File: src/design/clpf_pkg.sv
// ----------------------------------------------------------------------------
// clpf_pkg
// Shared types, widths and helpers for the cascaded first-order lowpass unit.
// ----------------------------------------------------------------------------
package clpf_pkg;

    localparam int SAMPLE_W = 24;
    localparam int GAIN_W   = 24;
    localparam int COEF_W   = 17;
    localparam int ORDER_W  = 3;
    localparam int DATA_W   = 32;
    localparam int SUM_W    = DATA_W + 1;
    localparam int OPA_W    = 24;
    localparam int OPB_W    = SUM_W;
    localparam int PROD_W   = OPA_W + OPB_W;
    localparam int ACC_W    = PROD_W + 1;
    localparam int FRAC_W   = 16;
    localparam int SHIFT_W  = ACC_W - FRAC_W;
    localparam int ADDR_W   = 4;
    localparam int PDATA_W  = 32;

    localparam logic signed [GAIN_W-1:0]  GAIN_RESET  = 24'sh010000;
    localparam logic        [ORDER_W-1:0] ORDER_RESET = 3'd7;

    localparam logic signed [SHIFT_W-1:0] SAT_HI =
        {{(SHIFT_W-DATA_W){1'b0}}, 1'b0, {(DATA_W-1){1'b1}}};
    localparam logic signed [SHIFT_W-1:0] SAT_LO =
        {{(SHIFT_W-DATA_W){1'b1}}, 1'b1, {(DATA_W-1){1'b0}}};

    typedef enum logic [1:0] {
        REG_FEEDBACK    = 2'd0,
        REG_FEEDFORWARD = 2'd1,
        REG_GAIN        = 2'd2,
        REG_ORDER       = 2'd3
    } reg_idx_t;

    typedef enum logic [1:0] {
        ST_IDLE,
        ST_GAIN,
        ST_FF,
        ST_ACC
    } state_t;

    typedef enum logic [1:0] {
        MUL_GAIN,
        MUL_FB,
        MUL_FF
    } mul_sel_t;

    typedef struct packed {
        logic signed [COEF_W-1:0] c1;
        logic        [COEF_W-1:0] c2;
        logic signed [GAIN_W-1:0] gain;
        logic        [ORDER_W-1:0] order;
    } cfg_t;

    typedef struct packed {
        logic     in_ready;
        logic     mul_en;
        mul_sel_t mul_sel;
        logic     acc_clr;
        logic     acc_load;
        logic     stage_clr;
        logic     stage_inc;
        logic     rd_next;
        logic     hold_load;
        logic     commit;
        logic     out_load;
    } ctrl_t;

    function automatic logic signed [DATA_W-1:0] sat32(input logic signed [SHIFT_W-1:0] v);
        logic signed [DATA_W-1:0] r;
        if (v > SAT_HI) begin
            r = {1'b0, {(DATA_W-1){1'b1}}};
        end else if (v < SAT_LO) begin
            r = {1'b1, {(DATA_W-1){1'b0}}};
        end else begin
            r = v[DATA_W-1:0];
        end
        return r;
    endfunction

endpackage

File: src/design/clpf_cfg.sv
// ----------------------------------------------------------------------------
// clpf_cfg
// APB register file holding coefficients, input gain and filter order.
// ----------------------------------------------------------------------------
module clpf_cfg (
    input  logic                             aclk,
    input  logic                             aresetn,
    input  logic                             psel,
    input  logic                             penable,
    input  logic                             pwrite,
    input  logic [clpf_pkg::ADDR_W-1:0]      paddr,
    input  logic [clpf_pkg::PDATA_W-1:0]     pwdata,
    output logic [clpf_pkg::PDATA_W-1:0]     prdata,
    output logic                             pready,
    output clpf_pkg::cfg_t                   cfg
);

    clpf_pkg::cfg_t    cfg_reg;
    logic              wr_en;
    clpf_pkg::reg_idx_t idx;

    assign wr_en  = psel & penable & pwrite;
    assign idx    = clpf_pkg::reg_idx_t'(paddr[3:2]);
    assign pready = 1'b1;
    assign cfg    = cfg_reg;

    always_ff @(posedge aclk) begin
        if (!aresetn) begin
            cfg_reg.c1    <= '0;
            cfg_reg.c2    <= '0;
            cfg_reg.gain  <= clpf_pkg::GAIN_RESET;
            cfg_reg.order <= clpf_pkg::ORDER_RESET;
        end else if (wr_en) begin
            case (idx)
                clpf_pkg::REG_FEEDBACK: begin
                    cfg_reg.c1 <= pwdata[clpf_pkg::COEF_W-1:0];
                end
                clpf_pkg::REG_FEEDFORWARD: begin
                    cfg_reg.c2 <= pwdata[clpf_pkg::COEF_W-1:0];
                end
                clpf_pkg::REG_GAIN: begin
                    cfg_reg.gain <= pwdata[clpf_pkg::GAIN_W-1:0];
                end
                clpf_pkg::REG_ORDER: begin
                    cfg_reg.order <= pwdata[clpf_pkg::ORDER_W-1:0];
                end
                default: begin
                end
            endcase
        end
    end

    always_comb begin
        case (idx)
            clpf_pkg::REG_FEEDBACK: begin
                prdata = {{(clpf_pkg::PDATA_W-clpf_pkg::COEF_W){1'b0}}, cfg_reg.c1};
            end
            clpf_pkg::REG_FEEDFORWARD: begin
                prdata = {{(clpf_pkg::PDATA_W-clpf_pkg::COEF_W){1'b0}}, cfg_reg.c2};
            end
            clpf_pkg::REG_GAIN: begin
                prdata = {{(clpf_pkg::PDATA_W-clpf_pkg::GAIN_W){1'b0}}, cfg_reg.gain};
            end
            clpf_pkg::REG_ORDER: begin
                prdata = {{(clpf_pkg::PDATA_W-clpf_pkg::ORDER_W){1'b0}}, cfg_reg.order};
            end
            default: begin
                prdata = '0;
            end
        endcase
    end

endmodule

File: src/design/clpf_mac.sv
// ----------------------------------------------------------------------------
// clpf_mac
// Shared multiplier with product/accumulator registers, floor shift and
// 32-bit saturation of one section value.
// ----------------------------------------------------------------------------
module clpf_mac (
    input  logic                                    aclk,
    input  clpf_pkg::ctrl_t                         ctrl,
    input  clpf_pkg::cfg_t                          cfg,
    input  logic signed [clpf_pkg::SAMPLE_W-1:0]    sample,
    input  logic signed [clpf_pkg::DATA_W-1:0]      hist_rd,
    input  logic signed [clpf_pkg::SUM_W-1:0]       lower_sum,
    output logic signed [clpf_pkg::DATA_W-1:0]      stage_val
);

    logic signed [clpf_pkg::OPA_W-1:0]  opa;
    logic signed [clpf_pkg::OPB_W-1:0]  opb;
    logic signed [clpf_pkg::PROD_W-1:0] prod_reg;
    logic signed [clpf_pkg::PROD_W-1:0] acc_reg;
    logic signed [clpf_pkg::ACC_W-1:0]  sum;

    always_comb begin
        case (ctrl.mul_sel)
            clpf_pkg::MUL_GAIN: begin
                opa = cfg.gain;
                opb = {{(clpf_pkg::OPB_W-clpf_pkg::SAMPLE_W){sample[clpf_pkg::SAMPLE_W-1]}},
                       sample};
            end
            clpf_pkg::MUL_FB: begin
                opa = {{(clpf_pkg::OPA_W-clpf_pkg::COEF_W){cfg.c1[clpf_pkg::COEF_W-1]}},
                       cfg.c1};
                opb = {hist_rd[clpf_pkg::DATA_W-1], hist_rd};
            end
            clpf_pkg::MUL_FF: begin
                opa = {{(clpf_pkg::OPA_W-clpf_pkg::COEF_W){1'b0}}, cfg.c2};
                opb = lower_sum;
            end
            default: begin
                opa = '0;
                opb = '0;
            end
        endcase
    end

    always_ff @(posedge aclk) begin
        if (ctrl.mul_en) begin
            prod_reg <= opa * opb;
        end
        if (ctrl.acc_clr) begin
            acc_reg <= '0;
        end else if (ctrl.acc_load) begin
            acc_reg <= prod_reg;
        end
    end

    assign sum = {acc_reg[clpf_pkg::PROD_W-1], acc_reg}
               + {prod_reg[clpf_pkg::PROD_W-1], prod_reg};

    assign stage_val = clpf_pkg::sat32(sum[clpf_pkg::ACC_W-1:clpf_pkg::FRAC_W]);

endmodule

File: src/design/clpf_ctrl.sv
// ----------------------------------------------------------------------------
// clpf_ctrl
// Sequencer stepping the shared unit through stage zero and each section.
// ----------------------------------------------------------------------------
module clpf_ctrl #(
    parameter int STAGES = 8
) (
    input  logic                              aclk,
    input  logic                              aresetn,
    input  logic                              s_valid,
    input  logic                              out_free,
    input  logic [clpf_pkg::ORDER_W-1:0]      order,
    output clpf_pkg::ctrl_t                   ctrl,
    output logic [$clog2(STAGES)-1:0]         stage
);

    localparam int SW = $clog2(STAGES);
    localparam int OW = (SW > clpf_pkg::ORDER_W) ? SW : clpf_pkg::ORDER_W;

    clpf_pkg::state_t state_reg;
    clpf_pkg::state_t state_next;
    logic [SW-1:0]    stage_reg;
    logic [SW-1:0]    stage_next;
    logic [OW-1:0]    order_ext;
    logic [OW-1:0]    order_lim;
    logic [SW-1:0]    order_eff;
    logic             last;

    assign order_ext = OW'(order);
    assign order_lim = (order_ext > OW'(STAGES - 1)) ? OW'(STAGES - 1) : order_ext;
    assign order_eff = order_lim[SW-1:0];
    assign last      = (stage_reg == order_eff);
    assign stage     = stage_reg;

    always_comb begin
        state_next = state_reg;
        case (state_reg)
            clpf_pkg::ST_IDLE: begin
                if (s_valid) begin
                    state_next = clpf_pkg::ST_GAIN;
                end
            end
            clpf_pkg::ST_GAIN: begin
                state_next = clpf_pkg::ST_ACC;
            end
            clpf_pkg::ST_FF: begin
                state_next = clpf_pkg::ST_ACC;
            end
            clpf_pkg::ST_ACC: begin
                if (!last) begin
                    state_next = clpf_pkg::ST_FF;
                end else if (out_free) begin
                    state_next = clpf_pkg::ST_IDLE;
                end
            end
            default: begin
                state_next = clpf_pkg::ST_IDLE;
            end
        endcase
    end

    always_comb begin
        ctrl = '0;
        ctrl.mul_sel = clpf_pkg::MUL_GAIN;
        case (state_reg)
            clpf_pkg::ST_IDLE: begin
                ctrl.in_ready  = 1'b1;
                ctrl.stage_clr = 1'b1;
            end
            clpf_pkg::ST_GAIN: begin
                ctrl.mul_en    = 1'b1;
                ctrl.mul_sel   = clpf_pkg::MUL_GAIN;
                ctrl.acc_clr   = 1'b1;
                ctrl.hold_load = 1'b1;
            end
            clpf_pkg::ST_FF: begin
                ctrl.mul_en   = 1'b1;
                ctrl.mul_sel  = clpf_pkg::MUL_FF;
                ctrl.acc_load = 1'b1;
            end
            clpf_pkg::ST_ACC: begin
                ctrl.commit = 1'b1;
                if (!last) begin
                    ctrl.mul_en    = 1'b1;
                    ctrl.mul_sel   = clpf_pkg::MUL_FB;
                    ctrl.rd_next   = 1'b1;
                    ctrl.hold_load = 1'b1;
                    ctrl.stage_inc = 1'b1;
                end else begin
                    ctrl.out_load = out_free;
                end
            end
            default: begin
            end
        endcase
    end

    always_comb begin
        stage_next = stage_reg;
        if (ctrl.stage_clr) begin
            stage_next = '0;
        end else if (ctrl.stage_inc) begin
            stage_next = stage_reg + SW'(1);
        end
    end

    always_ff @(posedge aclk) begin
        if (!aresetn) begin
            state_reg <= clpf_pkg::ST_IDLE;
            stage_reg <= '0;
        end else begin
            state_reg <= state_next;
            stage_reg <= stage_next;
        end
    end

endmodule

File: src/design/cascaded_first_order_lowpass_unit.sv
// ----------------------------------------------------------------------------
// cascaded_first_order_lowpass_unit
// Cascade of bilinear first-order lowpass sections on a shared multiplier.
//
//   channel  direction  handshake          payload
//   s_       in         s_valid/s_ready    s_sample[23:0], s_restart
//   m_       out        m_valid/m_ready    m_filtered[31:0]
//   apb      in         psel/penable       paddr, pwdata, prdata
//
// a beat steps through a gain state and the stage-zero ACC state, then an FF and
// an ACC state per section, as the one multiplier is shared; the unit returns to idle before the next accept
// reset clears history, configuration and handshake state
// a restart beat clears all section history at its accept
// a stalled result holds the unit on its last section until taken
// ----------------------------------------------------------------------------
module cascaded_first_order_lowpass_unit #(
    parameter int STAGES = 8
) (
    input  logic                                  aclk,
    input  logic                                  aresetn,
    input  logic                                  psel,
    input  logic                                  penable,
    input  logic                                  pwrite,
    input  logic [clpf_pkg::ADDR_W-1:0]           paddr,
    input  logic [clpf_pkg::PDATA_W-1:0]          pwdata,
    output logic [clpf_pkg::PDATA_W-1:0]          prdata,
    output logic                                  pready,
    input  logic                                  s_valid,
    output logic                                  s_ready,
    input  logic signed [clpf_pkg::SAMPLE_W-1:0]  s_sample,
    input  logic                                  s_restart,
    output logic                                  m_valid,
    input  logic                                  m_ready,
    output logic signed [clpf_pkg::DATA_W-1:0]    m_filtered
);

    localparam int SW = $clog2(STAGES);

    clpf_pkg::cfg_t                       cfg;
    clpf_pkg::ctrl_t                      ctrl;
    logic [SW-1:0]                        stage;
    logic [SW-1:0]                        rd_idx;
    logic signed [clpf_pkg::DATA_W-1:0]   hist_reg [STAGES];
    logic signed [clpf_pkg::DATA_W-1:0]   hist_rd;
    logic signed [clpf_pkg::DATA_W-1:0]   hold_reg;
    logic signed [clpf_pkg::SUM_W-1:0]    lower_sum_reg;
    logic signed [clpf_pkg::SAMPLE_W-1:0] sample_reg;
    logic signed [clpf_pkg::DATA_W-1:0]   stage_val;
    logic signed [clpf_pkg::DATA_W-1:0]   m_filtered_reg;
    logic                                 m_valid_reg;
    logic                                 out_free;
    logic                                 accept;

    clpf_cfg u_cfg (
        .aclk    (aclk),
        .aresetn (aresetn),
        .psel    (psel),
        .penable (penable),
        .pwrite  (pwrite),
        .paddr   (paddr),
        .pwdata  (pwdata),
        .prdata  (prdata),
        .pready  (pready),
        .cfg     (cfg)
    );

    clpf_ctrl #(
        .STAGES (STAGES)
    ) u_ctrl (
        .aclk     (aclk),
        .aresetn  (aresetn),
        .s_valid  (s_valid),
        .out_free (out_free),
        .order    (cfg.order),
        .ctrl     (ctrl),
        .stage    (stage)
    );

    clpf_mac u_mac (
        .aclk      (aclk),
        .ctrl      (ctrl),
        .cfg       (cfg),
        .sample    (sample_reg),
        .hist_rd   (hist_rd),
        .lower_sum (lower_sum_reg),
        .stage_val (stage_val)
    );

    assign s_ready    = ctrl.in_ready;
    assign accept     = s_valid & ctrl.in_ready;
    assign out_free   = !m_valid_reg || m_ready;
    assign m_valid    = m_valid_reg;
    assign m_filtered = m_filtered_reg;
    assign rd_idx     = ctrl.rd_next ? (stage + SW'(1)) : stage;
    assign hist_rd    = hist_reg[rd_idx];

    always_ff @(posedge aclk) begin
        if (!aresetn) begin
            for (int i = 0; i < STAGES; i++) begin
                hist_reg[i] <= '0;
            end
        end else if (accept && s_restart) begin
            for (int i = 0; i < STAGES; i++) begin
                hist_reg[i] <= '0;
            end
        end else if (ctrl.commit) begin
            hist_reg[stage] <= stage_val;
        end
    end

    always_ff @(posedge aclk) begin
        if (accept) begin
            sample_reg <= s_sample;
        end
        if (ctrl.hold_load) begin
            hold_reg <= hist_rd;
        end
        if (ctrl.commit) begin
            lower_sum_reg <= {stage_val[clpf_pkg::DATA_W-1], stage_val}
                           + {hold_reg[clpf_pkg::DATA_W-1], hold_reg};
        end
        if (ctrl.out_load) begin
            m_filtered_reg <= stage_val;
        end
    end

    always_ff @(posedge aclk) begin
        if (!aresetn) begin
            m_valid_reg <= 1'b0;
        end else if (ctrl.out_load) begin
            m_valid_reg <= 1'b1;
        end else if (m_ready) begin
            m_valid_reg <= 1'b0;
        end
    end

`ifndef NO_ASSERTIONS
    a_load_free: assert property (@(posedge aclk) disable iff (!aresetn)
        ctrl.out_load |-> (!m_valid_reg || m_ready))
        else $error("result loaded over an untaken beat");

    a_busy_after_accept: assert property (@(posedge aclk) disable iff (!aresetn)
        (s_valid && s_ready) |=> !s_ready)
        else $error("input taken while a beat is in work");

    a_load_valid: assert property (@(posedge aclk) disable iff (!aresetn)
        ctrl.out_load |=> m_valid)
        else $error("loaded result not presented");

    a_restart_clear: assert property (@(posedge aclk) disable iff (!aresetn)
        (s_valid && s_ready && s_restart) |=> (hist_reg[STAGES-1] == '0))
        else $error("restart left history behind");
`endif

endmodule
File: config.mk
export PLATFORM = sky130hd
export DESIGN_NAME = cascaded_first_order_lowpass_unit
export DESIGN_NICKNAME = d
export VERILOG_FILES = /design/src/design/clpf_pkg.sv /design/src/design/clpf_cfg.sv /design/src/design/clpf_mac.sv /design/src/design/clpf_ctrl.sv /design/src/design/cascaded_first_order_lowpass_unit.sv
export SDC_FILE = /design/constraint.sdc
export NUM_CORES = 2
export LEC_CHECK = 0
export ABC_AREA = 1
export BUFFER_PORTS_ARGS = -buffer_cell sky130_fd_sc_hd__buf_2
export CAP_MARGIN = 20
export CORE_MARGIN = 5
export CORE_UTILIZATION = 50
export DETAILED_ROUTE_END_ITERATION = 6
export PLACE_DENSITY_LB_ADDON = 0.2
export SLEW_MARGIN = 20
export SYNTH_ARGS = -nofsm -noshare
export SYNTH_HDL_FRONTEND = slang
export SYNTH_SLANG_ARGS = --single-unit
File: constraint.sdc
create_clock -name aclk -period 8.4 [get_ports aclk]
set_clock_uncertainty 0.1 [all_clocks]
set_input_delay 0.84 -clock aclk [delete_from_list [all_inputs] [get_ports aclk]]
set_output_delay 0.84 -clock aclk [all_outputs]
set_load 0.05 [all_outputs]
# Word-level counts from Yosys, hierarchy flattened

Memory sizes are Yosys's and may differ from the RTL's.
Cells that the tools add are included.

Flip-flop bits (word level): 302
Bits in writable memories: 256
Memories: 1

Add/sub/neg operators: 3
Multipliers: 1
Magnitude comparators: 3
Equal/unequal tests: 11
Muxes and demuxes: 42
Bitwise operators: 12
Reductions and logical operators: 15

Memories:

| memory   | words | bits a word | rd ports | clocked after memory_dff | write ports | line                                    | RTL |
|---|---|---|---|---|---|---|---|
| hist_reg | 8     | 32          | 1        | 0                        | 8           | cascaded_first_order_lowpass_unit.sv:43 | `logic signed [clpf_pkg::DATA_W-1:0] hist_reg [STAGES];` |

Operator list:

| operator               | number |
|---|---|
| $mux W32               | 11 |
| $pmux W32 S4           | 1 |
| $pmux W33 S3           | 1 |
| $pmux W24 S3           | 1 |
| $add A57 B57 Y58       | 1 |
| $mul A24 B33 Y57       | 1 |
| $gt A42 B32 Y1 const B | 1 |
| $lt A42 B32 Y1 const B | 1 |
| $add A32 B32 Y33       | 1 |
| $reduce_or A32 Y1      | 1 |
| $mux W1                | 15 |
| $mux W3                | 5 |
| $eq A2 B2 Y1 const B   | 5 |
| $mux W2                | 5 |
| $reduce_and A2 Y1      | 5 |
| $pmux W3 S3            | 1 |
| $or A1 B1 Y1           | 8 |
| $eq A2 B1 Y1 const B   | 3 |
| $logic_not A2 Y1       | 3 |
| $pmux W2 S3            | 1 |
| $reduce_or A2 Y1       | 2 |
| $add A3 B1 Y3 const B  | 1 |
| $and A1 B1 Y1          | 3 |
| $eq A3 B3 Y1           | 1 |
| 9 further kinds        | 9 |

# Logic depth before layout (Yosys ltp)

Word-level depth: 11
Depth in mapped cells: 45
Gate-level depth less buffers: 44

# Cells and area by module

A second synthesis with hierarchy kept.

Cells, all modules: 7365
Area, all modules: 59002.8 um^2

By module, submodules not included:

| module                            | instances | cells each | area an instance (um^2) | sequential area each (um^2) |
|---|---|---|---|---|
| clpf_mac                          | 1         | 5111       | 37888.8                 | 2852.7 |
| cascaded_first_order_lowpass_unit | 1         | 1724       | 17702.0                 | 11340.9 |
| clpf_cfg                          | 1         | 468        | 2984.1                  | 1221.2 |
| clpf_ctrl                         | 1         | 62         | 427.9                   | 100.1 |

# Least setup slack after synthesis

Ideal clock, no wire load.

Path kind: reg2reg
From: reg u_ctrl.state_reg[0]
To: reg u_mac.prod_reg[49] in the netlist's numbering, data pin
Arrival time: 8.398 ns
Required time: 8.048 ns
Setup slack: -0.350 ns
Cell stages (with the launch flop): 36
Buffers on the path: 2
Clock period less this slack: 8.750 ns
Cells stage by stage: dfxtp_1 ha_1 nand2_4 nor2_2 clkbuf_1 nand2_2 nand2_2 buf_4 nand2_1 fa_1 inv_1 fa_1 inv_1 fa_1 inv_1 fa_1 inv_1 fa_1 fa_1 fa_1 inv_1 ha_1 nand2_1 a21oi_1 or2_2 a21oi_1 nand2_1 nand2_1 nand3_1 nand2_1 nand2_1 a21boi_0 nand2b_1 nand2_1 nand2_1 nand2_1

Word-level cells in the longest chain between the ends: 6
Elaborated cells between the ends (all ways): 13
Those cells by class: 1 x mul; 5 x eq/ne; 5 x mux; 1 x reduce/logical; 1 x memory

RTL lines:

| what                     | line                                    | RTL |
|---|---|---|
| start: declaration       | clpf_ctrl.sv:20                         | `clpf_pkg::state_t state_reg;` |
| start signal: assignment | clpf_ctrl.sv:109                        | `state_reg <= clpf_pkg::ST_IDLE;` |
| start signal: assignment | clpf_ctrl.sv:112                        | `state_reg <= state_next;` |
| $eq A2 B2 Y1             | clpf_ctrl.sv:65                         | `case (state_reg)` |
| $mux W2                  | clpf_ctrl.sv:65                         |  |
| $mux W3                  | cascaded_first_order_lowpass_unit.sv:94 | `assign rd_idx = ctrl.rd_next ? (stage + SW'(1)) : stage;` |
| $mem_v2 Z8 W32           | -                                       |  |
| $pmux W33 S3             | clpf_mac.sv:23                          | `case (ctrl.mul_sel)` |
| $mul A24 B33 Y57 (*)     | clpf_mac.sv:47                          | `prod_reg <= opa * opb;` |
| end signal: assignment   | clpf_mac.sv:47                          |  |
| end: declaration         | clpf_mac.sv:18                          | `logic signed [clpf_pkg::PROD_W-1:0] prod_reg;` |

Mark *: on every way between the ends. The rest lies on a longest branch, timed or not.
A chain may end at the register's enable or synchronous reset.

# Worst setup path in the final report

From: reg u_cfg.cfg[1] (netlist name)
To: reg u_mac.prod_reg[43] in the netlist's numbering, data pin

Word-level cells in the longest chain between the ends: 9
Elaborated cells between the ends (all ways): 15
Those cells by class: 1 x mul; 1 x order compare; 3 x eq/ne; 8 x mux; 1 x reduce/logical; 1 x memory

RTL lines:

| what                  | line                                    | RTL |
|---|---|---|
| $gt A3 B3 Y1          | clpf_ctrl.sv:30                         | `assign order_lim = (order_ext > OW'(STAGES - 1)) ? OW'(STAGES - 1) : order_ext;` |
| $mux W3 (*)           | clpf_ctrl.sv:30                         |  |
| $eq A3 B3 Y1 (*)      | clpf_ctrl.sv:32                         | `assign last = (stage_reg == order_eff);` |
| $mux W3 (*)           | clpf_ctrl.sv:83                         | `if (!last) begin` |
| $mux W2 (*)           | clpf_ctrl.sv:65                         |  |
| $mux W3 (*)           | cascaded_first_order_lowpass_unit.sv:94 |  |
| $mem_v2 Z8 W32 (*)    | -                                       |  |
| net hist_rd (one bit) | cascaded_first_order_lowpass_unit.sv:44 | `logic signed [clpf_pkg::DATA_W-1:0] hist_rd;` |
| $pmux W33 S3 (*)      | clpf_mac.sv:23                          |  |
| $mul A24 B33 Y57 (*)  | clpf_mac.sv:47                          |  |

Mark *: on every way through the listed nets, which the timed path passes. The rest lies on a longest branch.

==> flow_summary.toml <==
[worst_setup_path]
critical_path.endpoint_type = "register"
path_class = "reg2reg"
rrSetupSlack_ps = -110
cp.required_ps = 8710
crit_slowest_cell = "fa_2"
cp_data_arrival_time_ps = 8820
critPathTopFamily = "adder cells"
critical_path.max_stage_delay_ps = 630
startpoint_type = "register"
crit_buf_inv = 11
crit_fanout = 9

[cells_and_area]
utilization = 0.606
multi_input_area_um2 = 37000
drive_above_1_share = 0.181
finalNetCount = 8536
largest_register_ffs = 256
instances_no_fill = 8984
syn_to_final_growth_pct = 20.4
seq_area_um2 = 15500
num-fill-cells = 10126

[yosys]
synth_compound_area_frac = 0.0931
synth_xor_area_frac = 0.0205
syn_area_um2 = 57600
synth_commonest_cells = "1682 x nand2_1, 1278 x inv_1, 806 x fa_1, 697 x a21oi_1, 434 x edfxtp_1"
synthSimpleGateAreaFrac = 0.172
seq_area_frac_synth = 0.270
synthAdderAreaFrac = 0.334
yosys.area.top_type = "fa_1"
muxShareOfSynthArea = 0
synth_top_family_by_area = "adder cells"
synth-edff-count = 434
yosys-top-cells-area = "fa_1 28%, edfxtp_1 23%, nand2_1 11%"
synth_top_area_frac = 0.280
avgSynthCellArea_um2 = 8.53
synth_flop_cell = "edfxtp_1"
ys_ff_latch = 558
yosysWarningCount = 0
syn_inst = 6748
synthArstFlopShare = 0
synth_cell_types = 54
synth_most_common_cell = "nand2_1"

[routing]
num_vias = 48722
via_per_inst = 5.42
wl_per_cell_um = 22.2
drc_errors = 7
wl_um = 199000
top_layer_used = "met5"
met3_length_um = 16900
wl_met2_um = 91800
ant_nets = 0
firstDrtPassIters = 7
m1WireLength_um = 75600
drt_iter0_drc = 4453

[min_path]
worst_hold_path_type = "in2reg"

[power]
swShare = 0.492
p_per_area_nw_per_um2 = 278
p_clk_frac = 0.150
seq_power_share = 0.202
combPwrFrac = 0.648
switching_power_w = 0.00947
p_leak_nw = 33.0
irDropWorstVdd_uv = 298
power.internal_w = 0.00977

[clock_tree]
clk_path_buf_depth = 3
clock_sinks = 558
clk_latency_ps = 700
ctsHtreeMaxLevel = 2
path_clk_slew_ps = 60
ctsHoldBuffers = 0
cts_tree = "built"
cts_root_buffer = "clkbuf_16"
cts_buffers = 61

[global_route]
grt_pass1_wl_um = 298000
antenna_found_initial = 6
gr-usage-all-layers = 0.323
grt_pass1_vias = 49353
grt_overflow = 0
grt_max_degree = 108

[floorplan]
pin_count = 135
rows = 124
core-area_um2 = 114000
chipHeight_um = 349
start_util = 0.503
chipWidth_um = 349
dieArea_um2 = 122000

[timing]
tightest_slew_ps = 1050
fin_hold_ws_ps = 237
slew_viol_final = 0
hold_violations = 0
setup_ws_ps = -106
rsz0062_at_grt = "true"
layout_min_cycle_time_ps = 8510
fin_crit_sh = 1.01
setup-violations-final = 5
slew_headroom = 0.295
max_freq_mhz = 118

[place]
port_buffers = 115
dpl.hpwl_um = 160000
dp.cells = 8807
gp_congestion = 1.03

[outcome]
status = "finished with violations"
violations = "DRC, setup timing"

[flow_run]
cap_violations = 0
==> path summary, 6_finish.rpt <==
kind	cells past startpoint	to	start
setup / recovery	40	u_mac.prod_reg[43]	u_cfg.cfg[1]
hold reg to reg	2	u_mac.acc_reg[46]	u_mac.acc_reg[46]
setup reg to reg	40	u_mac.prod_reg[43]	u_cfg.cfg[1]
hold / removal	1	sample_reg[6]	s_sample[6]
==> power by group through the flow <==
stage / sequential, W / clock (W) / combinational, W
after global placement: 0.00394 / 0 / 0.0116
final: 0.00389 / 0.00289 / 0.0125
after CTS: 0.00389 / 0.00292 / 0.0119
after floorplan: 0.00387 / 0 / 0.00686
after detailed placement: 0.00395 / 0 / 0.0117
after global routing: 0.00392 / 0.00305 / 0.0134
==> cells by family after synthesis <==
| kind of cell | Yosys count |
|---|---|
| flops | 558 |
| buf+inv | 1590 |
| xor+xnor | 132 |
| other cells | 2 |
| simple gates | 2428 |
| fa+ha+maj | 1052 |
| compound gates | 986 |
==> stage by stage <==
step | power [W] | TNS, ps | setup WS (ps) | cell area (µm²)
4_1_cts | 0.0188 | -1360 | -204 | 67900
5_1_grt | 0.0204 | -6320 | -410 | 69300
2_1_floorplan | 0.0107 | 0 | 68.4 | 57600
3_5_place_dp | 0.0156 | -9110 | -495 | 65000
6_report | 0.0192 | -288 | -106 | 69300
3_3_place_gp | 0.0155 | -7580 | -425 | 65000
==> layout by cell type (no fill, tap or decap), types with 121 or more instances in the layout <==
| cell | n |
|---|---|
| a21oi_1 | 650 |
| buf_4 | 620 |
| dfxtp_1 | 121 |
| edfxtp_1 | 434 |
| fa_1 | 764 |
| ha_1 | 224 |
| inv_1 | 1258 |
| nand2_1 | 1641 |
| nand3_1 | 226 |
| nor2_1 | 354 |
==> worst reg2reg max path, delay by kind of cell, from the launching register on <==
kind / cells / cell delay, ps
buffers and inverters: 11 / 1220
and+or+nand+nor: 12 / 1130
AOI/OAI and AO/OA: 6 / 850
adders and majority gates: 8 / 4020
DFF: 1 / 370
xor gates and xnor gates: 3 / 540
==> repair_timing <==
item	in CTS	in global routing
gates cloned	3	5
endpoints found under the setup margin	34	38
gates resized for setup	144	232
pin swaps	34	85
setup buffers	19	31
==> metal layers <==
layer,GRT usage,vias up
li1,-,22254
met1,0.413,23841
met2,0.517,2070
met3,0.0595,555
met4,0.192,2
met5,0,-
==> layout make-up <==
class,count,area share
multi-input combinational,4607,0.534
clock buffer,75,0.0235
tap,1512,0.0273
inverter,1309,0.0712
clock inverter,40,0.00794
antenna,4,0.000144
sequential,558,0.224
timing repair buffer,879,0.112
Note: power is estimated with default switching activity, not from simulation.
